===== config.mk =====
export PLATFORM = sky130hd
export DESIGN_NAME = fcl_mac
export DESIGN_NICKNAME = d
export VERILOG_FILES = /design/src/fcl_pkg.sv /design/src/fcl_mac.sv
export SDC_FILE = /design/constraint.sdc
export NUM_CORES = 2
export LEC_CHECK = 0
export BUFFER_PORTS_ARGS = -buffer_cell sky130_fd_sc_hd__buf_2
export CORE_UTILIZATION = 50
export CTS_BUF_LIST = sky130_fd_sc_hd__clkbuf_4 sky130_fd_sc_hd__clkbuf_8 sky130_fd_sc_hd__clkbuf_16
export CTS_CLUSTER_SIZE = 16
export DETAILED_ROUTE_END_ITERATION = 6
export PLACE_DENSITY_LB_ADDON = 0.2
export SYNTH_ARGS = -nofsm -noshare
export SYNTH_HDL_FRONTEND = slang
export SYNTH_SLANG_ARGS = --single-unit
export TNS_END_PERCENT = 100

===== constraint.sdc =====
create_clock -name clk_i -period 7.58 [get_ports clk_i]
set_input_delay 0.379 -clock clk_i [delete_from_list [all_inputs] [get_ports clk_i]]
set_output_delay 0.379 -clock clk_i [all_outputs]
set_load 0.005 [all_outputs]

===== src/fcl_pkg.sv =====
// ----------------------------------------------------------------------------
// fcl_pkg
// Shared constants, codes and types of the int8 fully connected layer.
// ----------------------------------------------------------------------------
`default_nettype none

package fcl_pkg;

  localparam int MaxChannels = 64;
  localparam int MaxGroups   = 64;
  localparam int Positions   = 4 * MaxGroups;

  localparam int ChanW   = $clog2(MaxChannels);
  localparam int PosW    = $clog2(Positions);
  localparam int WAddrW  = ChanW + PosW;
  localparam int CntW    = $clog2(Positions + 1);
  localparam int ChCntW  = $clog2(MaxChannels + 1);
  localparam int RqShift = 30;

  typedef enum logic [1:0] {
    ReqAct    = 2'd0,
    ReqWeight = 2'd1,
    ReqBias   = 2'd2,
    ReqStart  = 2'd3
  } req_e;

  typedef enum logic [1:0] {
    CfgGroups   = 2'd0,
    CfgChannels = 2'd1,
    CfgRelu     = 2'd2
  } cfg_e;

  typedef enum logic [2:0] {
    StIdle,
    StBias,
    StMac,
    StDrain,
    StMul,
    StEmit
  } state_e;

  typedef struct packed {
    logic bias_ld;
    logic mac_en;
    logic mul_en;
  } mac_ctl_t;

  typedef struct packed {
    logic             emit;
    logic [ChanW-1:0] ch;
    logic             last;
  } emit_t;

  // Q30 rescale (arithmetic shift, low 32 bits) and int8 clip.
  function automatic logic signed [7:0] requant_clip(input logic signed [63:0] prod,
                                                     input logic relu);
    logic signed [31:0] r;
    logic signed [7:0]  res;
    r = $signed(prod[RqShift+31:RqShift]);
    if (relu) begin
      if (r < 32'sd0) begin
        res = 8'sd0;
      end else if (r > 32'sd127) begin
        res = 8'sd127;
      end else begin
        res = r[7:0];
      end
    end else begin
      if (r > 32'sd127) begin
        res = 8'sd127;
      end else if (r < -32'sd128) begin
        res = -8'sd128;
      end else begin
        res = r[7:0];
      end
    end
    return res;
  endfunction

endpackage

`default_nettype wire


===== src/fcl_mac.sv =====
// ----------------------------------------------------------------------------
// fcl_mac
// Product register, 32-bit wrapping accumulator, requant multiply and clip.
// ----------------------------------------------------------------------------
`default_nettype none

module fcl_mac (
  input  wire logic               clk_i,
  input  wire logic               rst_ni,
  input  wire fcl_pkg::mac_ctl_t  ctl_i,
  input  wire logic               relu_i,
  input  wire logic signed [7:0]  act_i,
  input  wire logic signed [15:0] weight_i,
  input  wire logic signed [31:0] bias_i,
  input  wire logic signed [31:0] mult_i,
  output logic signed [7:0]       value_o
);

  logic               mac_v1_q;
  logic               bias_v1_q;
  logic               prod_v_q;
  logic signed [23:0] prod_d;
  logic signed [23:0] prod_q;
  logic signed [31:0] acc_d;
  logic signed [31:0] acc_q;
  logic signed [31:0] mult_q;
  logic signed [63:0] prod64_d;
  logic signed [63:0] prod64_q;

  assign prod_d   = act_i * weight_i;
  assign prod64_d = acc_q * mult_q;

  always_comb begin
    acc_d = acc_q;
    if (bias_v1_q) begin
      acc_d = bias_i;
    end else if (prod_v_q) begin
      acc_d = acc_q + {{8{prod_q[23]}}, prod_q};
    end
  end

  always_ff @(posedge clk_i or negedge rst_ni) begin
    if (!rst_ni) begin
      mac_v1_q  <= 1'b0;
      bias_v1_q <= 1'b0;
      prod_v_q  <= 1'b0;
      acc_q     <= '0;
    end else begin
      mac_v1_q  <= ctl_i.mac_en;
      bias_v1_q <= ctl_i.bias_ld;
      prod_v_q  <= mac_v1_q;
      acc_q     <= acc_d;
    end
  end

  always_ff @(posedge clk_i) begin
    if (mac_v1_q) begin
      prod_q <= prod_d;
    end
    if (bias_v1_q) begin
      mult_q <= mult_i;
    end
    if (ctl_i.mul_en) begin
      prod64_q <= prod64_d;
    end
  end

  assign value_o = fcl_pkg::requant_clip(prod64_q, relu_i);

endmodule

`default_nettype wire


==> summary.md <==
Synth
• **async set-or-reset flop fraction in the synthesized netlist** 0.285
• **count of mapped cells out of synthesis** 4630
• **Post-Syn Nets** 6142
• **top area cells in the synthesized netlist** sky130_fd_sc_hd__fa_1 (52%), sky130_fd_sc_hd__inv_1 (9.0%), sky130_fd_sc_hd__and2_1 (8.5%)
• **synth warn** 0
• **Netlist Area Pre-Place** 0.0449 mm^2
• **main flop type after synthesis** sky130_fd_sc_hd__edfxtp_1
• **number of flops mapped to enable cells by yosys** 88
• **fraction of post-synthesis cell area in the top cell type by area** 0.519
• **sequential element share of the synthesized area** 0.0783
• **post-synth cell types** 71
• **syn avg cell area** 9.70 um^2
• **count of state elements after synthesis** 123
• **post-synthesis cell type with the largest combined area** sky130_fd_sc_hd__fa_1

Setup path
• **largest incremental delay on the critical path** 570 ps
• **Crit Path Class** register to register
• **source of the worst register-to-register timing path** acc_q[13]
• **CP Launch Type** register
• **maximum fanout encountered on the critical timing path** 4
• **required time of the worst setup path** 7820 ps
• **capturing point of the worst reg2reg path** prod64_q[58]
• **start point of the critical path** acc_q[13]
• **Most Frequent Cell on Critical Path** sky130_fd_sc_hd__fa_2
• **FF-to-FF path depth** 27
• **endpoint type of the worst setup path** register
• **setup slack of the worst register-to-register path** -170 ps
• **data arrival time of the critical path** 7990 ps
• **last element of the critical path** prod64_q[58]
• **slowest cell on the critical path** sky130_fd_sc_hd__fa_2

Clock tree
• **TritonCTS sink count** 123
• **clock buffers created by TritonCTS** 17
• **Worst-Skew Late Latency** 530 ps
• **CTS Root Cell** sky130_fd_sc_hd__clkbuf_16
• **clock slew at reported path FFs** 80 ps
• **clock tree from TritonCTS** done
• **H-tree depth reported by CTS** 4
• **largest buffer count on any clock path** 2

Place
• **worst slack at placement** -254 ps
• **Placed Instance Area** 0.0494 mm^2
• **count of input and output buffers** 101
• **number of placed cells counting well taps** 6041
• **HPWL after detailed placement** 100000 um
• **routability-driven placement congestion ratio** 0.933

Global route
• **maximum number of pins on one net before global-route repair** 82
• **antenna violations before repair** 4
• **aggregate global routing overflow** 0
• **via count of the first global-routing pass** 34400
• **first-pass GRT wire length** 192000 um
• **total routing usage reported by global routing** 0.276

Drt
• **total length of routed wires** 117000 um
• **via density per instance** 5.20
• **antenna viol nets, final** 0
• **total number of vias** 31800
• **initial drt markers** 1959
• **Avg WL per Cell** 19.1 um
• **Remaining DRCs** 0
• **number of iterations in the first detailed-routing pass** 7

Floorplanning
• **full die area** 0.0910 mm^2
• **Std-Cell Core Area** 0.0886 mm^2
• **number of placed I/O pins** 102
• **chip height** 302 um
• **effective utilization at floorplan** 0.507
• **placement row count** 109
• **Die Span X** 302 um

Cells and area
• **signed area change from the synthesized netlist to the final layout** 13.9%
• **finished layout cell area** 0.0512 mm^2
• **commonest non-fill, non-tap cell in the layout** sky130_fd_sc_hd__fa_1
• **NumNets Final** 6451
• **top library cells by usage in the layout, fill and taps aside** sky130_fd_sc_hd__fa_1 (1124), sky130_fd_sc_hd__inv_1 (1068), sky130_fd_sc_hd__and2_1 (603)
• **post-route non-filler standard cell count** 6119
• **layout cells sized above 1** 0.138
• **final core area utilization** 0.577

STA
• **Slew headroom** 0.289
• **pin slew with the least headroom to its limit** 1070 ps
• **final worst slack** -169 ps
• **worst setup skew after layout** 30.2 ps
• **number of endpoints failing setup at the final stage** 11
• **final-report hold violation count** 0
• **crit path time final** 7750 ps
• **max-slew violations** 0
• **RSZ-0062 raised after global routing** yes
• **Tcrit/Tclk final** 1.02
• **Max Freq** 129 MHz

Flow run
• **Max Cap Violations** 0

Min path
• **worst min-delay path class** primary input to register

Run status
• **violated checks** negative setup slack
• **outcome** complete, but fails checks

## metrics by stage
step | hold slack [ps] | TNS (ps)
5_1_grt | 34.0 | -3760
3_3_place_gp | 488 | -923
3_5_place_dp | 490 | -1910
6_report | 42.4 | -877
2_1_floorplan | 83.4 | 0
4_1_cts | 0.257 | -879
## per-layer routing
layer / vias to the layer above / track usage / wire, um
met1: 16700 / 0.387 / 50900
li1: 14200 / - / -
met4: 0 / 0.0592 / 2010
met2: 778 / 0.459 / 58100
met5: - / 0 / 0
met3: 111 / 0.0352 / 6150
## how the worst min path moves through the flow
stage	startpoint	to	slack, ps	cells after the start
floorplan	rst_ni	acc_q[0]	80	0
global placement	ctl_i[1]	mac_v1_q	490	1
detailed placement	ctl_i[1]	mac_v1_q	490	1
CTS	mult_i[21]	mult_q[21]	0.3	1
global route	mult_i[3]	mult_q[3]	30	1
finish	mult_i[31]	mult_q[31]	40	1
## area by class of cell
class	instances	area, um^2
Fill cell	7796	37500
Sequential cell	123	3540
Tap cell	1165	1460
Timing Repair Buffer	508	4470
Clock inverter	15	128
Inverter	1082	4060
Clock buffer	17	425
Antenna cell	2	5.00
Multi-Input combinational cell	3207	37100
## synthesized netlist by cell type (5+ instances only)
| cell | count |
|---|---|
| sky130_fd_sc_hd__nand2_1 | 570 |
| sky130_fd_sc_hd__and3_1 | 7 |
| sky130_fd_sc_hd__o21bai_1 | 6 |
| sky130_fd_sc_hd__clkbuf_1 | 213 |
| sky130_fd_sc_hd__nor3_1 | 13 |
| sky130_fd_sc_hd__inv_1 | 1082 |
| sky130_fd_sc_hd__nand2b_1 | 27 |
| sky130_fd_sc_hd__nand4_1 | 13 |
| sky130_fd_sc_hd__xor2_1 | 23 |
| sky130_fd_sc_hd__a31oi_1 | 11 |
| sky130_fd_sc_hd__mux2i_1 | 10 |
| sky130_fd_sc_hd__nand3b_1 | 8 |
| sky130_fd_sc_hd__edfxtp_1 | 88 |
| sky130_fd_sc_hd__fa_1 | 1165 |
| sky130_fd_sc_hd__nor2b_1 | 41 |
| sky130_fd_sc_hd__or3_1 | 6 |
| sky130_fd_sc_hd__and2_1 | 608 |
| sky130_fd_sc_hd__a211oi_1 | 12 |
| sky130_fd_sc_hd__nand3_1 | 17 |
| sky130_fd_sc_hd__o211ai_1 | 7 |
| sky130_fd_sc_hd__nor3b_1 | 7 |
| sky130_fd_sc_hd__o31ai_1 | 10 |
| sky130_fd_sc_hd__nor2_1 | 44 |
| sky130_fd_sc_hd__or2_2 | 5 |
| sky130_fd_sc_hd__o21a_1 | 11 |
| sky130_fd_sc_hd__dfrtp_1 | 35 |
| sky130_fd_sc_hd__nor4_1 | 7 |
| sky130_fd_sc_hd__a21oi_1 | 84 |
| sky130_fd_sc_hd__and4_1 | 5 |
| sky130_fd_sc_hd__o21ai_0 | 68 |
| sky130_fd_sc_hd__ha_1 | 253 |
| sky130_fd_sc_hd__a21o_1 | 42 |
| sky130_fd_sc_hd__xnor2_1 | 67 |
## sequential cells by signal, summed over array words and instances (netlist names)
name / flops
bias_v1_q: 1
prod64_q: 32
mac_v1_q: 1
mult_q: 32
prod_q: 24
acc_q: 32
prod_v_q: 1
## cells by family after synthesis
kind of cell,Yosys count,share of synthesized area
AO/OA/AOI/OAI,301,0.0441
XOR/XNOR,90,0.0175
adder cells (fa/ha/maj),1418,0.590
buffers and inverters,1300,0.109
flip-flops,123,0.0783
multiplexers,10,0.00223
AND/OR/NAND/NOR,1388,0.159
## worst max-delay path, delay by kind of cell, from the launching register on
kind,cells,cell delay [ps]
simple gates,3,440
compound gates,6,1220
buf+inv,8,970
fa+ha+maj,9,4230
flops,1,460
xor+xnor,1,140
## repair_timing
item,4_1_cts,5_1_grt
hold buffers,11,0
setup endpoints to repair,17,26
hold endpoints to repair,45,0
cloned,1,4
buffers inserted,5,26
pin swaps,41,91
resized for setup,38,126
Power is not shown: default switching activity piles up to over one toggle a cycle in this logic, so the estimate is an artifact.
