--- src/fcl_pkg.sv ---
// ----------------------------------------------------------------------------
// fcl_pkg
// Shared constants, codes and types of the int8 fully connected layer.
// ----------------------------------------------------------------------------
`default_nettype none

package fcl_pkg;

  localparam int MaxChannels = 64;
  localparam int MaxGroups   = 64;
  localparam int Positions   = 4 * MaxGroups;

  localparam int ChanW   = $clog2(MaxChannels);
  localparam int PosW    = $clog2(Positions);
  localparam int WAddrW  = ChanW + PosW;
  localparam int CntW    = $clog2(Positions + 1);
  localparam int ChCntW  = $clog2(MaxChannels + 1);
  localparam int RqShift = 30;

  typedef enum logic [1:0] {
    ReqAct    = 2'd0,
    ReqWeight = 2'd1,
    ReqBias   = 2'd2,
    ReqStart  = 2'd3
  } req_e;

  typedef enum logic [1:0] {
    CfgGroups   = 2'd0,
    CfgChannels = 2'd1,
    CfgRelu     = 2'd2
  } cfg_e;

  typedef enum logic [2:0] {
    StIdle,
    StBias,
    StMac,
    StDrain,
    StMul,
    StEmit
  } state_e;

  typedef struct packed {
    logic bias_ld;
    logic mac_en;
    logic mul_en;
  } mac_ctl_t;

  typedef struct packed {
    logic             emit;
    logic [ChanW-1:0] ch;
    logic             last;
  } emit_t;

  // Q30 rescale (arithmetic shift, low 32 bits) and int8 clip.
  function automatic logic signed [7:0] requant_clip(input logic signed [63:0] prod,
                                                     input logic relu);
    logic signed [31:0] r;
    logic signed [7:0]  res;
    r = $signed(prod[RqShift+31:RqShift]);
    if (relu) begin
      if (r < 32'sd0) begin
        res = 8'sd0;
      end else if (r > 32'sd127) begin
        res = 8'sd127;
      end else begin
        res = r[7:0];
      end
    end else begin
      if (r > 32'sd127) begin
        res = 8'sd127;
      end else if (r < -32'sd128) begin
        res = -8'sd128;
      end else begin
        res = r[7:0];
      end
    end
    return res;
  endfunction

endpackage

`default_nettype wire

--- src/fcl_ctrl.sv ---
// ----------------------------------------------------------------------------
// fcl_ctrl
// Run sequencer: walks channels and positions, drains the MAC, emits results.
// ----------------------------------------------------------------------------
`default_nettype none

module fcl_ctrl (
  input  wire logic                      clk_i,
  input  wire logic                      rst_ni,
  input  wire logic                      start_i,
  input  wire logic [6:0]                groups_i,
  input  wire logic [6:0]                chans_i,
  input  wire logic                      out_free_i,
  output logic                           idle_o,
  output logic [fcl_pkg::ChanW-1:0]      rd_ch_o,
  output logic [fcl_pkg::PosW-1:0]       rd_pos_o,
  output fcl_pkg::mac_ctl_t              ctl_o,
  output fcl_pkg::emit_t                 emit_o
);

  fcl_pkg::state_e                state_q, state_d;
  logic [fcl_pkg::ChanW-1:0]      ch_q, ch_d;
  logic [fcl_pkg::PosW-1:0]       pos_q, pos_d;
  logic                           drain_q, drain_d;
  logic [fcl_pkg::CntW-1:0]       npos;
  logic [fcl_pkg::ChCntW-1:0]     nch;
  logic                           last_pos;
  logic                           last_ch;

  assign npos = (32'(groups_i) > fcl_pkg::MaxGroups) ? fcl_pkg::CntW'(fcl_pkg::Positions)
                                                     : fcl_pkg::CntW'(32'(groups_i) * 4);
  assign nch  = (32'(chans_i) > fcl_pkg::MaxChannels) ?
                fcl_pkg::ChCntW'(fcl_pkg::MaxChannels) : fcl_pkg::ChCntW'(chans_i);

  assign last_pos = (fcl_pkg::CntW'(pos_q) + fcl_pkg::CntW'(1)) == npos;
  assign last_ch  = (fcl_pkg::ChCntW'(ch_q) + fcl_pkg::ChCntW'(1)) == nch;

  always_ff @(posedge clk_i or negedge rst_ni) begin
    if (!rst_ni) begin
      state_q <= fcl_pkg::StIdle;
      ch_q    <= '0;
      pos_q   <= '0;
      drain_q <= 1'b0;
    end else begin
      state_q <= state_d;
      ch_q    <= ch_d;
      pos_q   <= pos_d;
      drain_q <= drain_d;
    end
  end

  always_comb begin
    state_d     = state_q;
    ch_d        = ch_q;
    pos_d       = pos_q;
    drain_d     = drain_q;
    idle_o      = 1'b0;
    ctl_o       = '0;
    emit_o.emit = 1'b0;
    emit_o.ch   = ch_q;
    emit_o.last = last_ch;
    case (state_q)
      fcl_pkg::StIdle: begin
        idle_o = 1'b1;
        if (start_i && (nch != '0)) begin
          ch_d    = '0;
          state_d = fcl_pkg::StBias;
        end
      end
      fcl_pkg::StBias: begin
        ctl_o.bias_ld = 1'b1;
        pos_d         = '0;
        drain_d       = 1'b0;
        state_d       = (npos == '0) ? fcl_pkg::StDrain : fcl_pkg::StMac;
      end
      fcl_pkg::StMac: begin
        ctl_o.mac_en = 1'b1;
        if (last_pos) begin
          state_d = fcl_pkg::StDrain;
        end else begin
          pos_d = pos_q + 1'b1;
        end
      end
      fcl_pkg::StDrain: begin
        drain_d = 1'b1;
        if (drain_q) begin
          state_d = fcl_pkg::StMul;
        end
      end
      fcl_pkg::StMul: begin
        ctl_o.mul_en = 1'b1;
        state_d      = fcl_pkg::StEmit;
      end
      fcl_pkg::StEmit: begin
        if (out_free_i) begin
          emit_o.emit = 1'b1;
          if (last_ch) begin
            state_d = fcl_pkg::StIdle;
          end else begin
            ch_d    = ch_q + 1'b1;
            state_d = fcl_pkg::StBias;
          end
        end
      end
      default: begin
        state_d = fcl_pkg::StIdle;
      end
    endcase
  end

  assign rd_ch_o  = ch_q;
  assign rd_pos_o = pos_q;

endmodule

`default_nettype wire

--- config.mk ---
export PLATFORM = sky130hd
export DESIGN_NAME = fcl_ctrl
export DESIGN_NICKNAME = d
export VERILOG_FILES = /design/src/fcl_pkg.sv /design/src/fcl_ctrl.sv
export SDC_FILE = /design/constraint.sdc
export NUM_CORES = 1
export LEC_CHECK = 0
export ABC_CLOCK_PERIOD_IN_PS = 3600
export BUFFER_PORTS_ARGS = -buffer_cell sky130_fd_sc_hd__clkbuf_2
export CAP_MARGIN = 15
export CORE_UTILIZATION = 59
export CTS_BUF_LIST = sky130_fd_sc_hd__clkbuf_8
export DETAILED_ROUTE_END_ITERATION = 7
export PLACE_DENSITY_LB_ADDON = 0.05
export SETUP_SLACK_MARGIN = 0.4
export SYNTH_ARGS = -nofsm -noshare
export SYNTH_HDL_FRONTEND = slang
export SYNTH_SLANG_ARGS = --single-unit
--- constraint.sdc ---
create_clock -name clk_i -period 3.6 [get_ports clk_i]
set_input_delay 0.72 -clock clk_i [delete_from_list [all_inputs] [get_ports clk_i]]
set_output_delay 0.72 -clock clk_i [all_outputs]
set_load 0.03 [all_outputs]
==> run_results.csv <==
group,metric,value,unit
outcome,outcome,"completed",
global_route,grt_pass1_vias,1308,
yosys,syn_avg_cell_area,8.375,sq um
finish,final_nets,245,
timing,holdWs,409.3,ps
timing,fin_tns_setup,0,ps
yosys,async_reset_ff_frac,1.000,
timing,relSlewSlack,0.5614,
yosys,ys_types,54,
yosys,synth_nets,216,
floorplan,die_w,54.75,microns
clock_tree,cts-root-buf,"clkbuf_8",
critical_path,critPathArrivalTime,2300,ps
flow_run,drv_cap,0,
finish,fin_cells,254,
route,first_pass_iters,4,
route,drt-total-wl,3520,microns
yosys,syn_inst,196,
finish,nFillCells,213,
timing,final-max-slew-violation-count,0,
timing,skew,3.005,ps
place,place.gp.congestion,0.8816,
route,ant_nets,0,
clock_tree,htreeDepth,1,
timing,setup_violations,0,
clock_tree,cts_buffer_depth,2,
power,power.density,712.0,mW/mm^2
place,port_buffers,43,
timing,period_minus_slack,3017,ps
route,routedWlPerCell,13.86,microns
route,drtIter0Drc,43,
critical_path,critPathSlowestCell,"dfrtp_2",
clock_tree,numClockSinks,18,
global_route,grt_max_degree,19,
floorplan,io_pins,44,
floorplan,rows,18,
global_route,grt_pass1_wl,5561,microns
critical_path,cpPeakStageDelay,460,ps
clock_tree,cts_buffers,3,
timing,final_hold_viol_count,0,
floorplan,dieHeight,54.75,microns
place,place_area,0.001778,sq mm
critical_path,start_kind,"flop",
global_route,antenna_found_initial,0,
timing,fin_crit_sh,0.8380,
critical_path,path_buf_inv,1,
clock_tree,clk_latency,250,ps
timing,fin_ws,583.0,ps
route,dr_wl_met2,1771,microns
critical_path,cp-end-kind,"output pin",
clock_tree,holdBufCountCts,0,
yosys,synth_ff_type,"dfrtp_1",
yosys,ys_seq_elements,18,
critical_path,crit_fanout,11,
finish,final_area,0.001839,sq mm
yosys,synth_edf_count,0,
power,power_leakage,0.8422,nW
clock_tree,cts_tree,"built",
finish,n_antenna_cell,0,
global_route,gr-total-overflow,0,
yosys,syn_area,0.001642,sq mm
global_route,grtUsageTotal,0.2585,
floorplan,core-area,0.002545,sq mm
yosys,seq_area_frac_synth,0.2744,
finish,final_layout_size_suffix_gt1_frac,0.2723,
clock_tree,clk_pin_slew,70,ps
critical_path,cp_cell_sequence,"ha_1 -> and3_1 -> nand2_1 -> or3_1 -> a32oi_1 -> and2_1 -> clkbuf_2",
place,hpwl,2787,microns
route,avgViaCountPerCell,6.059,
route,num_vias,1539,
worst_hold_path,worstHoldPathType,"input pin to asynchronous set/reset pin",
critical_path,worst_ep_required_time,2880,ps
route,drc_errors,0,
yosys,yosysWarnings,0,
critical_path,path_class,"flop to output pin",
place,place_inst,250,
timing,fmax,331.5,MHz
finish,areaGrowthSynthToFinish,12.04,%
timing,rsz0062_at_grt,"no",
route,routed.top_layer,"met4",
place,pre_cts_ws,783.9,ps
floorplan,dieArea,0.002997,sq mm
power,peakVddDrop,0.5029,mV
timing,worstMarginPinSlew,656.5,ps
route,drt-met1-wl,1523,microns
critical_path,critPathTopFamily,"simple AND/OR/NAND/NOR gates",
floorplan,start_util,0.6450,
clock_tree,postCtsSetupBuffers,0,
route,routed-wl-met3,153,microns
synth_stat cells, types with 5 or more instances:
library cell  instances  share of area
nand3_1               8          0.024
nand2_1              21          0.048
xnor2_1               8          0.043
nor3_1                5          0.015
dfrtp_1              18           0.27
clkbuf_1              6          0.014
nand2b_1              5          0.019
inv_1                 7          0.016
buf_4                 9          0.041
o21ai_0              15          0.046
nor2_1               10          0.023
metal layers:
| metal | vias up | GRT usage |
|---|---|---|
| li1 | 761 | - |
| met1 | 723 | 0.3069 |
| met2 | 45 | 0.4518 |
| met3 | 10 | 0.03889 |
| met4 | 0 | 0.1154 |
| met5 | - | 0 |
layout make-up:
type | instances | area, sq um | share of cell area
Clock buffer | 4 | 55.05 | 0.02993
Inverter | 7 | 26.28 | 0.01429
Multi-Input combinational cell | 152 | 1054 | 0.5728
Sequential cell | 18 | 451.7 | 0.2456
Tap cell | 30 | 37.54 | 0.02041
Timing Repair Buffer | 43 | 215.2 | 0.1170
power breakdown:
group | switching (mW) | internal, mW | total, mW | leakage, nW
Combinational | 0.444 | 0.304 | 0.749 | 0.580
Clock | 0.0645 | 0.0969 | 0.161 | 0.0288
Sequential | 0.133 | 0.266 | 0.399 | 0.234
sequential cells by signal, indices dropped and copies added, names as in the netlist:
register  flops
drain_q       1
rd_ch_o       6
rd_pos_o      8
state_q       3
kinds of logic (layout without fill, tap and decap cells):
family,after synthesis,count (layout),synth area share
xor+xnor,13,13,0.08232
flops,18,18,0.2744
simple gates,75,75,0.2439
buf+inv,26,54,0.08689
compound gates,57,57,0.2652
fa+ha+maj,2,2,0.01524
mux,5,5,0.03201
repair_timing:
| action | in CTS | in global routing |
|---|---|---|
| setup endpoints to repair | 0 | 1 |
| resized for setup | 0 | 2 |
| endpoints found under the hold margin | 0 | 0 |
worst paths after layout:
kind	startpoint	endpoint	slack, ps	depth (start not counted)
worst max-delay path	rd_ch_o[0]	emit_o[0]	580	7
worst min-delay path	rst_ni	rd_pos_o[4]	410	1
worst max register to register	rd_pos_o[1]	rd_pos_o[0]	950	8
worst min register to register	drain_q	state_q[1]	540	1
max in group asynchronous	rst_ni	rd_ch_o[0]	2850	1
min in group clk_i	drain_q	state_q[1]	540	1
layout by cell type, fill, tap and decap left out, types with 2 or more instances in the layout:
cell type | synthesis | layout
nand2b_1 | 5 | 5
nor3_1 | 5 | 5
o21a_1 | 2 | 2
a22o_1 | 3 | 3
clkbuf_2 | 0 | 43
nor2_1 | 10 | 10
xnor2_1 | 8 | 8
o21bai_1 | 2 | 2
and3_1 | 4 | 4
a21o_1 | 4 | 4
ha_1 | 2 | 2
a2bb2oi_1 | 4 | 4
a31o_2 | 2 | 2
nor2b_1 | 4 | 4
mux2i_1 | 3 | 3
dfrtp_1 | 18 | 17
mux2_2 | 2 | 2
o22a_1 | 2 | 2
inv_1 | 7 | 7
o211ai_1 | 2 | 2
clkbuf_8 | 0 | 4
xor2_1 | 3 | 3
nor4_1 | 2 | 2
a21oi_1 | 4 | 4
nand3_1 | 8 | 8
a32oi_1 | 2 | 2
and2_1 | 4 | 4
o21ai_0 | 15 | 15
nand4_1 | 2 | 2
nand2_1 | 21 | 21
or3_1 | 3 | 3
a31oi_1 | 3 | 3
per-stage QoR:
stage          utilization  total power [mW]
6_report            0.7227             1.309
3_5_place_dp        0.6986             1.145
4_1_cts             0.7203             1.310
5_1_grt             0.7227             1.412
3_3_place_gp        0.6986             1.124
2_1_floorplan            -            0.9974
Power figures use the tool's default switching activity.
